**config.mk**
```make
export PLATFORM = sky130hd
export DESIGN_NAME = crvg_queue
export DESIGN_NICKNAME = d
export VERILOG_FILES = /design/src/rtl/crvg_pkg.sv /design/src/rtl/crvg_queue.sv
export SDC_FILE = /design/constraint.sdc
export NUM_CORES = 1
export LEC_CHECK = 0
export BUFFER_PORTS_ARGS = -buffer_cell sky130_fd_sc_hd__buf_2
export CORE_MARGIN = 3
export CORE_UTILIZATION = 55
export CTS_CLUSTER_SIZE = 16
export DETAILED_ROUTE_END_ITERATION = 8
export GPL_TIMING_DRIVEN = 0
export PLACE_DENSITY_LB_ADDON = 0.1
export REMOVE_ABC_BUFFERS = 1
export SYNTH_ARGS = -nofsm -noshare
export SYNTH_HDL_FRONTEND = slang
export SYNTH_SLANG_ARGS = --single-unit
```
**constraint.sdc**
```tcl
create_clock -name i_clk -period 7.95 [get_ports i_clk]
set_clock_uncertainty 0.2 [all_clocks]
set_input_delay 1.59 -clock i_clk [delete_from_list [all_inputs] [get_ports i_clk]]
set_output_delay 1.59 -clock i_clk [all_outputs]
set_load 0.1 [all_outputs]
```
**src/rtl/crvg_pkg.sv**
```systemverilog
// Shared constants, types and tables for the cylinder ring vertex generator.
// Depends on nothing; every rtl file imports it.
`timescale 1ns / 1ps
package crvg_pkg;

    localparam int MAX_MERIDIANS_DEF = 4096;
    localparam int CORDIC_STEPS_DEF  = 16;
    localparam int FRAC_BITS_DEF     = 8;

    localparam int IDX_W   = 12;
    localparam int CNT_W   = 13;
    localparam int RAD_W   = 16;
    localparam int POS_W   = 17;
    localparam int HH_W    = 15;
    localparam int VTX_W   = 13;
    localparam int TEX_W   = 16;
    localparam int PHASE_W = 32;
    localparam int ANG_W   = 34;
    localparam int ATAN_ENTRIES = 24;

    localparam logic [31:0] PI_HALF_Q30     = 32'd1686629713;
    localparam logic [31:0] CORDIC_GAIN_Q30 = 32'd652032874;
    localparam int          POS_LIMIT       = 65535;

    localparam logic [1:0] REG_RADIUS = 2'd0;
    localparam logic [1:0] REG_HEIGHT = 2'd1;
    localparam logic [1:0] REG_COUNT  = 2'd2;

    // Item handed from the front end to the back end through the queue.
    typedef struct packed {
        logic               bad;
        logic               last;
        logic [IDX_W-1:0]   idx;
        logic [CNT_W-1:0]   cnt;
        logic [RAD_W-1:0]   radius;
        logic [HH_W-1:0]    half_h;
    } t_job;

    function automatic logic [31:0] atan_q30(input int k);
        logic [31:0] t;
        case (k)
            0:  t = 32'h3243F6A8;  1:  t = 32'h1DAC6705;
            2:  t = 32'h0FADBAFC;  3:  t = 32'h07F56EA6;
            4:  t = 32'h03FEAB76;  5:  t = 32'h01FFD55B;
            6:  t = 32'h00FFFAAA;  7:  t = 32'h007FFF55;
            8:  t = 32'h003FFFEA;  9:  t = 32'h001FFFFD;
            10: t = 32'h000FFFFF;  11: t = 32'h0007FFFF;
            12: t = 32'h0003FFFF;  13: t = 32'h0001FFFF;
            14: t = 32'h0000FFFF;  15: t = 32'h00007FFF;
            16: t = 32'h00003FFF;  17: t = 32'h00001FFF;
            18: t = 32'h00000FFF;  19: t = 32'h000007FF;
            20: t = 32'h000003FF;  21: t = 32'h000001FF;
            22: t = 32'h000000FF;  23: t = 32'h0000007F;
            default: t = 32'h0;
        endcase
        return t;
    endfunction

endpackage

```
**src/rtl/crvg_queue.sv**
```systemverilog
// Two-entry queue between front and back end.
// Depends on crvg_pkg.
`timescale 1ns / 1ps
module crvg_queue
    import crvg_pkg::*;
(
    input  logic i_clk,
    input  logic i_rst_n,
    input  logic i_push,
    input  t_job i_data,
    output logic o_full,
    output logic o_valid,
    output t_job o_data,
    input  logic i_pop
);
    t_job       r_mem [2];
    logic       r_wp, r_rp;
    logic [1:0] r_cnt;

    always_ff @(posedge i_clk) begin
        if (!i_rst_n) begin
            r_wp <= 1'b0; r_rp <= 1'b0; r_cnt <= 2'd0;
        end else begin
            if (i_push) r_wp <= ~r_wp;
            if (i_pop)  r_rp <= ~r_rp;
            r_cnt <= r_cnt + 2'(i_push) - 2'(i_pop);
        end
    end
    always_ff @(posedge i_clk) begin
        if (i_push) r_mem[r_wp] <= i_data;
    end
    assign o_full  = r_cnt == 2'd2;
    assign o_valid = r_cnt != 2'd0;
    assign o_data  = r_mem[r_rp];

    a_no_overflow: assert property (@(posedge i_clk) disable iff (!i_rst_n)
        o_full |-> !i_push) else $error("queue overflow");
    a_no_underflow: assert property (@(posedge i_clk) disable iff (!i_rst_n)
        !o_valid |-> !i_pop) else $error("queue underflow");
    a_count: assert property (@(posedge i_clk) disable iff (!i_rst_n)
        r_cnt != 2'd3) else $error("queue count corrupt");
endmodule

```
==> out/results.ini <==
[outcome]
run_status=complete, no violations

[timing]
fin_crit_ns=3.98
fin_tns_setup_ns=0
slew_viol_final=0
fin_crit_sh=0.500
maxSlewHeadroom=0.408
rsz0062_at_grt=false
hold_violations=0
finalSetupViolations=0
fin_ws_ns=3.97
timing.fmax_ghz=0.251
tightest_slew_ns=0.889

[placement]
portBuffers=121
dp_cells=420
gp_congestion=0.643
preCtsSetupSlack_ns=4.47
detailed_place_hpwl_mm=4.54

[setup_path]
path_delay_family=flip-flops
cp_num_buf_inv=1
reg2reg_slack_ns=6.29
critPathKind=reg2out
critPathCaptureType=primary output
path_cells=mux2_2 > buf_2
crit_arrival_ns=2.19
cpPeakStageDelay_ns=0.91
start_kind=register
r2r_cells=1
cp.required_ns=6.16
reg2reg_to=r_mem[1][17]
timing.rr.start=r_wp
critPathSlowestCell=dfxtp_4
crit_fanout=58

[cells_and_area]
multi_input_area_sq_um=858
seq_area_sq_um=3590
fin_nets=401
insertedDiodeCount=0
syn_to_final_growth_pct=27.4
fin_cells=451
final_cell_mix=121 x buf_2, 116 x edfxtp_1, 38 x mux2_2, 20 x mux2_4, 16 x clkbuf_16
mostFrequentLayoutCell=buf_2
fillers=506
drive_gt1_frac=0.599

[clocking]
cts_setup_buffers=0
clkTransAtPathRegs_ns=0.05
numCtsBuffers=17
clockBufferDepth=2
clock-sinks=121
post_cts_resized=0
root_buffer=clkbuf_8
cts_tree=done
cts_hold_buffers=0
cts-htree-levels=4
clk_latency_ns=0.49

[die]
die_area_sq_um=9280
die_w_um=96.3
start_util=0.575
io_pins=122
die_height_um=96.3
row_count=32
coreArea_sq_um=7810

[route]
finalWirelength_mm=7.17
dr_total_vias=2241
avgViaCountPerCell=4.97
first_pass_iters=4
post_drt_wl_per_cell_um=15.9
drc=0
drtIter0Drc=81
ant_nets=0

[global_routing]
grt_pass1_wl_mm=10.9
grt_pass1_vias=2259
gr-total-overflow=0
grt_max_degree=59
antenna_found_initial=0
grtUsageTotal=0.166

[power]
power.total_mw=1.74
power-per-cell-area_nw_per_um2=305
ir_drop_mv=0.184
leakage_nw=2.23

[flow_run]
cap_violations=0

[synthesis]
yosys.area_share.simple=0.0125
synth_adder_area_share=0.00558
synth-xor-area-share=0.00697
synth_top_family_by_area=multiplexers
yosysTopAreaCell=edfxtp_1
synth.ff_latch_count=121
syn_avg_cell_area_sq_um=22.3
synth_top_area_frac=0.776
postSynthCellCount=201
yosys_warnings=0
yosysUniqueCellTypes=14
synth_mux_area_frac=0.162
synth_compound_area_frac=0.00167
yosys-top-cells-area=edfxtp_1 78%, mux2_2 9.5%, mux2_4 6.7%
syn_area_sq_um=4490
seq_area_frac_synth=0.798

[worst_hold_path]
hold_path.class=reg2reg
min_path_cells=2
hold_path_startpoint=r_rp

==> worst max-delay path by stage <==
stage	slack [ns]	cells after the start	to
after floorplan	3.09	1	r_mem[0][0]
after global placement	1.42	2	r_mem[0][45]
after detailed placement	4.47	2	o_data[17]
after CTS	3.93	2	o_data[17]
after global routing	3.84	2	o_data[23]
final	3.97	2	o_data[13]
==> synthesized netlist by cell type <==
master / count
dfxtp_1: 5
edfxtp_1: 116
buf_2: 3
mux2_4: 20
or2_2: 1
buf_6: 3
ha_1: 2
and2_1: 4
mux2_2: 38
xor2_1: 1
xnor3_1: 1
inv_1: 2
nor2b_1: 4
o21a_1: 1
==> tightest hold or removal path, cell delays in order, from the launching register on <==
cell	delay, ns
dfxtp_1	0.32
xor2_1	0.07
and2_1	0.14
==> state kept, by name, summed over array words and instances, names as in the netlist, named ones only <==
name,count
r_cnt,2
r_wp,1
r_mem,116
r_rp,1
==> report_power, final <==
part	internal [mW]	switching, mW
Sequential	0.738	0.0214
Clock	0.371	0.241
Combinational	0.0818	0.290
==> routing by layer <==
| metal | up-vias | global-route usage | wire [um] |
|---|---|---|---|
| met2 | 79 | 0.267 | 3790 |
| met4 | 0 | 0.0666 | 59 |
| li1 | 1065 | - | - |
| met5 | - | 0 | 0 |
| met1 | 1091 | 0.195 | 2790 |
| met3 | 6 | 0.0743 | 520 |
==> final cells by class <==
| cell class | instances | share of cell area |
|---|---|---|
| flip-flops and latches | 121 | 0.627 |
| multi-input cells | 72 | 0.150 |
| repair buffers | 123 | 0.114 |
| clock buffers | 19 | 0.0738 |
| well taps | 102 | 0.0223 |
| clock inverters | 12 | 0.0107 |
| inverters | 2 | 0.00131 |
==> kinds of logic (layout without fill, tap and decap cells) <==
| family | Yosys count | count (layout) |
|---|---|---|
| compound gates | 1 | 1 |
| xor+xnor | 2 | 2 |
| fa+ha+maj | 2 | 2 |
| buf+inv | 8 | 156 |
| flops | 121 | 121 |
| mux | 58 | 58 |
| simple gates | 9 | 9 |
==> through the flow <==
step	hold slack (ns)	utilization	area, sq um
after global placement	0.367	0.663	5170
after global routing	0.402	0.732	5720
final	0.367	0.732	5720
after CTS	0.372	0.732	5720
after detailed placement	0.362	0.670	5230
after floorplan	0.355	-	4440
(Power assumes the default switching activity.)
