<file path="src/rtl/crvg_pkg.sv">
// Shared constants, types and tables for the cylinder ring vertex generator.
// Depends on nothing; every rtl file imports it.
`timescale 1ns / 1ps
package crvg_pkg;

    localparam int MAX_MERIDIANS_DEF = 4096;
    localparam int CORDIC_STEPS_DEF  = 16;
    localparam int FRAC_BITS_DEF     = 8;

    localparam int IDX_W   = 12;
    localparam int CNT_W   = 13;
    localparam int RAD_W   = 16;
    localparam int POS_W   = 17;
    localparam int HH_W    = 15;
    localparam int VTX_W   = 13;
    localparam int TEX_W   = 16;
    localparam int PHASE_W = 32;
    localparam int ANG_W   = 34;
    localparam int ATAN_ENTRIES = 24;

    localparam logic [31:0] PI_HALF_Q30     = 32'd1686629713;
    localparam logic [31:0] CORDIC_GAIN_Q30 = 32'd652032874;
    localparam int          POS_LIMIT       = 65535;

    localparam logic [1:0] REG_RADIUS = 2'd0;
    localparam logic [1:0] REG_HEIGHT = 2'd1;
    localparam logic [1:0] REG_COUNT  = 2'd2;

    // Item handed from the front end to the back end through the queue.
    typedef struct packed {
        logic               bad;
        logic               last;
        logic [IDX_W-1:0]   idx;
        logic [CNT_W-1:0]   cnt;
        logic [RAD_W-1:0]   radius;
        logic [HH_W-1:0]    half_h;
    } t_job;

    function automatic logic [31:0] atan_q30(input int k);
        logic [31:0] t;
        case (k)
            0:  t = 32'h3243F6A8;  1:  t = 32'h1DAC6705;
            2:  t = 32'h0FADBAFC;  3:  t = 32'h07F56EA6;
            4:  t = 32'h03FEAB76;  5:  t = 32'h01FFD55B;
            6:  t = 32'h00FFFAAA;  7:  t = 32'h007FFF55;
            8:  t = 32'h003FFFEA;  9:  t = 32'h001FFFFD;
            10: t = 32'h000FFFFF;  11: t = 32'h0007FFFF;
            12: t = 32'h0003FFFF;  13: t = 32'h0001FFFF;
            14: t = 32'h0000FFFF;  15: t = 32'h00007FFF;
            16: t = 32'h00003FFF;  17: t = 32'h00001FFF;
            18: t = 32'h00000FFF;  19: t = 32'h000007FF;
            20: t = 32'h000003FF;  21: t = 32'h000001FF;
            22: t = 32'h000000FF;  23: t = 32'h0000007F;
            default: t = 32'h0;
        endcase
        return t;
    endfunction

endpackage

</file>
<file path="src/rtl/crvg_front.sv">
// Front end: register file, count clamp, index classification.
// Depends on crvg_pkg.
`timescale 1ns / 1ps
module crvg_front
    import crvg_pkg::*;
#(
    parameter int MAX_MERIDIANS = MAX_MERIDIANS_DEF
) (
    input  logic                i_clk,
    input  logic                i_rst_n,
    input  logic                psel,
    input  logic                penable,
    input  logic                pwrite,
    input  logic [3:0]          paddr,
    input  logic [31:0]         pwdata,
    output logic [31:0]         prdata,
    input  logic                i_valid,
    output logic                o_stall,
    input  logic [IDX_W-1:0]    i_meridian_index,
    output logic                o_job_valid,
    output t_job                o_job,
    input  logic                i_job_full
);
    localparam logic [CNT_W:0] CMAX = (CNT_W+1)'(MAX_MERIDIANS > 4096 ? 4096 : MAX_MERIDIANS);

    logic [RAD_W-1:0] r_radius, r_height;
    logic [CNT_W-1:0] r_count;
    logic [CNT_W-1:0] n_eff;
    logic             wr;

    assign wr = psel && penable && pwrite;

    always_ff @(posedge i_clk) begin
        if (!i_rst_n) begin
            r_radius <= 16'd256;
            r_height <= 16'd512;
            r_count  <= 13'd32;
        end else if (wr) begin
            case (paddr[3:2])
                REG_RADIUS: r_radius <= pwdata[RAD_W-1:0];
                REG_HEIGHT: r_height <= pwdata[RAD_W-1:0];
                REG_COUNT:  r_count  <= pwdata[CNT_W-1:0];
                default: ;
            endcase
        end
    end

    always_comb begin
        case (paddr[3:2])
            REG_RADIUS: prdata = {16'd0, r_radius};
            REG_HEIGHT: prdata = {16'd0, r_height};
            REG_COUNT:  prdata = {19'd0, r_count};
            default:    prdata = 32'd0;
        endcase
    end

    always_comb begin
        if (r_count < 13'd3) n_eff = 13'd3;
        else if ({1'b0, r_count} > CMAX) n_eff = CMAX[CNT_W-1:0];
        else n_eff = r_count;
    end

    assign o_stall     = i_job_full;
    assign o_job_valid = i_valid && !i_job_full;
    always_comb begin
        o_job.idx    = i_meridian_index;
        o_job.cnt    = n_eff;
        o_job.bad    = {1'b0, i_meridian_index} >= n_eff;
        o_job.last   = ({1'b0, i_meridian_index} + 13'd1) == n_eff;
        o_job.radius = r_radius;
        o_job.half_h = r_height[RAD_W-1:1];
    end
endmodule

</file>
<file path="config.mk">
export PLATFORM = sky130hd
export DESIGN_NAME = crvg_front
export DESIGN_NICKNAME = d
export VERILOG_FILES = /design/src/rtl/crvg_pkg.sv /design/src/rtl/crvg_front.sv
export SDC_FILE = /design/constraint.sdc
export NUM_CORES = 1
export LEC_CHECK = 0
export ABC_CLOCK_PERIOD_IN_PS = 2590
export BUFFER_PORTS_ARGS = -buffer_cell sky130_fd_sc_hd__clkbuf_2
export CORE_ASPECT_RATIO = 0.6
export CORE_UTILIZATION = 47
export CTS_CLUSTER_SIZE = 8
export DETAILED_ROUTE_END_ITERATION = 8
export GPL_ROUTABILITY_DRIVEN = 0
export PLACE_DENSITY = 0.81
export RECOVER_POWER = 50
export SLEW_MARGIN = 20
export SYNTH_ARGS = -nofsm -noshare
export SYNTH_HDL_FRONTEND = slang
export SYNTH_SLANG_ARGS = --single-unit
</file>
<file path="constraint.sdc">
create_clock -name i_clk -period 2.59 [get_ports i_clk]
set_input_delay 0.3885 -clock i_clk [delete_from_list [all_inputs] [get_ports i_clk]]
set_output_delay 0.3885 -clock i_clk [all_outputs]
set_load 0.1 [all_outputs]
</file>
==> flow_metrics.env <==
export IMPL_pwr_share_comb_pct=32.3
export IMPL_syn_avg_cell_area_sq_um=7.62
export IMPL_core_area_sq_um=6280
export IMPL_p_int_uw=1160
export IMPL_ctsLongestPathBuffers=2
export IMPL_first_global_vias=3028
export IMPL_drt_iter0_markers=143
export IMPL_crit_path_end_kind="primary output"
export IMPL_die_w_um=107
export IMPL_grt_ovfl_total=0
export IMPL_slew_viol_final=0
export IMPL_rsz0062_at_grt="yes"
export IMPL_r2r_start="r_count[12]$_SDFFE_PN0P_"
export IMPL_die_area_sq_um=7000
export IMPL_first_pass_iters=4
export IMPL_vias=3134
export IMPL_status="finished with violations"
export IMPL_die_y_um=65.2
export IMPL_cp_startpoint="r_count[9]$_SDFFE_PN0P_"
export IMPL_cp_start_kind="flip-flop"
export IMPL_cts_buffers=5
export IMPL_cp_top_family="compound AO/OA/AOI/OAI gates"
export IMPL_synth_seq_cells=45
export IMPL_setup_viol=14
export IMPL_n_antenna_cell=0
export IMPL_use_met1_pct=36.2
export IMPL_grt_pass1_wl_mm=14.7
export IMPL_start_util_pct=49.9
export IMPL_placed_cell_area_sq_um=3990
export IMPL_layout_min_cycle_time_ns=2.99
export IMPL_cts_root_buf="clkbuf_8"
export IMPL_synthTopCellsByArea="dfxtp_1 (29%), nand2_1 (13%), buf_4 (11%), a21boi_0 (7.9%), mux2i_1 (5.4%)"
export IMPL_maxSlewHeadroom_pct=16.7
export IMPL_drtAntennaViolNets=0
export IMPL_worstSetupPathType="flip-flop to primary output"
export IMPL_required_ns=2.20
export IMPL_cpMaxStageDelayCell="dfxtp_2"
export IMPL_nFillCells=551
export IMPL_grt_use_met3_pct=5.16
export IMPL_cts_tree="done"
export IMPL_stdcell_area_sq_um=4140
export IMPL_cts_htree_levels=2
export IMPL_portBuffers=112
export IMPL_drv_cap=0
export IMPL_min_delay_start="pwdata[6]"
export IMPL_synth_top_area_cell="dfxtp_1"
export IMPL_skew_ns=0
export IMPL_hold_path_class="input pin to flip-flop"
export IMPL_antenna_found_initial=0
export IMPL_wire_per_inst_um=15.0
export IMPL_synth_async_reset_ratio_pct=0
export IMPL_crit_chain="nor4_4, nand3_2, a21oi_4, ha_4, nand2b_4, a21o_1, a21o_1, a31oi_4, o21ai_2, o2bb2ai_4, buf_12"
export IMPL_synth_main_ff_cell="dfxtp_1"
export IMPL_gr_usage_all_layers_pct=26.6
export IMPL_holdBufCountCts=0
export IMPL_irDropWorstVdd_mv=0.268
export IMPL_row_count=22
export IMPL_slowest_delay_ns=0.34
export IMPL_grt_use_met2_pct=43.9
export IMPL_fin_ws_ns=-0.403
export IMPL_synth_warning_count=0
export IMPL_ios=147
export IMPL_cts_sinks=45
export IMPL_power_density_nw_per_um2=449
export IMPL_switching_power_uw=699
export IMPL_grt_busiest_layer="met2"
export IMPL_clk_pin_slew_ns=0.09
export IMPL_clockPowerShare_pct=29.5
export IMPL_wl_mm=8.96
export IMPL_drive_gt1_share_pct=27.7
export IMPL_hold_viol=0
export IMPL_cp_max_fo=3
export IMPL_yosysSeqAreaShare_pct=28.8
export IMPL_max_freq_mhz=334
export IMPL_placedCellCount=585
export IMPL_synth_edf_count=0
export IMPL_syn_inst=411
export IMPL_critPathArrivalTime_ns=2.60
export IMPL_final_net_count=580
export IMPL_viasPerCell=5.25
export IMPL_cp_num_buf_inv=1
export IMPL_switching_share_pct=37.6
export IMPL_fin_crit_sh_pct=116
export IMPL_clk_latency_ns=0.29
export IMPL_power_frac_seq_pct=38.1
export IMPL_drc_errors=0
export IMPL_violations="negative setup slack"
export IMPL_cp_common_cell="a21o_1"
export IMPL_netlist_area_sq_um=3130
export IMPL_leakage_uw=0.00173
export IMPL_tightest_slew_ns=1.25
export IMPL_area_growth_syn_to_layout_pct=32.1
export IMPL_grt_max_degree=46
export IMPL_dp_hpwl_mm=6.85
export IMPL_synth_distinct_cells=45
export IMPL_finalNonFillerCells=597
export IMPL_yosys_area_top_type_share_pct=28.8
## worst min-delay path: stages
cell	delay [ns]
clkbuf_2	0.10
nand2_1	0.06
a21boi_1	0.05
## flip-flops by register name (all words and copies together), names as in the netlist
signal,count
r_height,16
r_radius,16
r_count,13
## power by group through the flow
stage                     clock network [uW]  registers, uW  logic (uW)
final                                    548            708         601
after CTS                                556            708         599
after detailed placement                   0            724         582
after floorplan                            0            747         452
after global routing                     584            709         628
after global placement                     0            723         573
## cell families (layout without fill, tap and decap cells)
logic type	after synthesis	in the layout	synth area share (%)
simple gates	161	161	23.1
compound gates	80	80	18.2
buf+inv	78	165	14.7
flops	45	45	28.8
mux	17	17	5.43
xor+xnor	16	16	4.47
fa+ha+maj	13	13	5.19
other cells	1	16	0.120
## cells in the mapped netlist (3+ instances only)
cell	instances
a21boi_0	33
a21boi_1	9
clkbuf_1	18
o21ai_0	15
ha_1	13
nand2b_1	10
inv_1	12
nor2_1	12
nand2_1	108
xnor2_1	14
nand4_1	3
a21oi_1	4
nor3_1	3
nand3_1	10
a21o_1	4
buf_4	44
dfxtp_1	45
mux2i_1	17
## worst paths after layout
path                                    to  slack [ns]  depth (start not counted)
setup / recovery                 o_job[57]       -0.40                         11
hold / removal     r_count[6]$_SDFFE_PN0P_        0.33                          3
setup reg to reg  r_count[12]$_SDFFE_PN0P_        1.71                          3
hold reg to reg   r_height[0]$_SDFFE_PN0P_        0.48                          2
## cells in the final DEF (no fill, tap or decap), drive strengths merged, types with 2 or more instances in the layout
| cell | count |
|---|---|
| a211oi | 2 |
| a21boi | 42 |
| a21o | 4 |
| a21oi | 4 |
| buf | 45 |
| clkbuf | 105 |
| conb | 16 |
| dfxtp | 45 |
| ha | 13 |
| inv | 14 |
| mux2i | 17 |
| nand2 | 108 |
| nand2b | 11 |
| nand3 | 10 |
| nand4 | 4 |
| nor2 | 14 |
| nor2b | 2 |
| nor3 | 4 |
| nor4 | 2 |
| o211ai | 2 |
| o21ai | 15 |
| o31ai | 2 |
| or3 | 2 |
| xnor2 | 14 |
| xor2 | 2 |
## metal layers
metal | vias to the layer above | routed length (um) | share of wire [%]
met5 | - | 0 | 0
met4 | 0 | 67 | 0.75
met3 | 9 | 575 | 6.4
met2 | 114 | 4050 | 45
met1 | 1491 | 4270 | 48
li1 | 1520 | - | -
## final cells by class
class                      instances  area [sq um]  share of cell area [%]
clock buffer                       7          86.3                    2.09
sequential                        45           905                    21.9
tap                               84           105                    2.54
multi-input combinational        303          2000                    48.3
inverter                          14          52.6                    1.27
timing repair buffer             143           961                    23.2
clock inverter                     1          30.0                   0.726
## timing repair
item                                   CTS  global route
gates resized for setup                 11             2
gates cloned                             0             0
setup endpoints to repair                2             2
setup buffers                            4             1
endpoints found under the hold margin    0             0
pin swaps                                6             5
## per-stage QoR
step / utilization [%] / hold slack (ns) / total power [uW] / setup slack [ns] / setup TNS (ns)
finish: 65.9 / 0.333 / 1860 / -0.403 / -2.57
global route: 65.9 / 0.339 / 1920 / -0.484 / -6.38
CTS: 66.8 / 0.323 / 1860 / -0.439 / -0.795
detailed placement: 63.5 / 0.470 / 1310 / -0.308 / -0.371
global placement: 63.5 / 0.454 / 1300 / -0.159 / -0.182
floorplan: - / 0.443 / 1200 / -0.517 / -0.924
No activity file was read; power rests on OpenSTA's default activity.
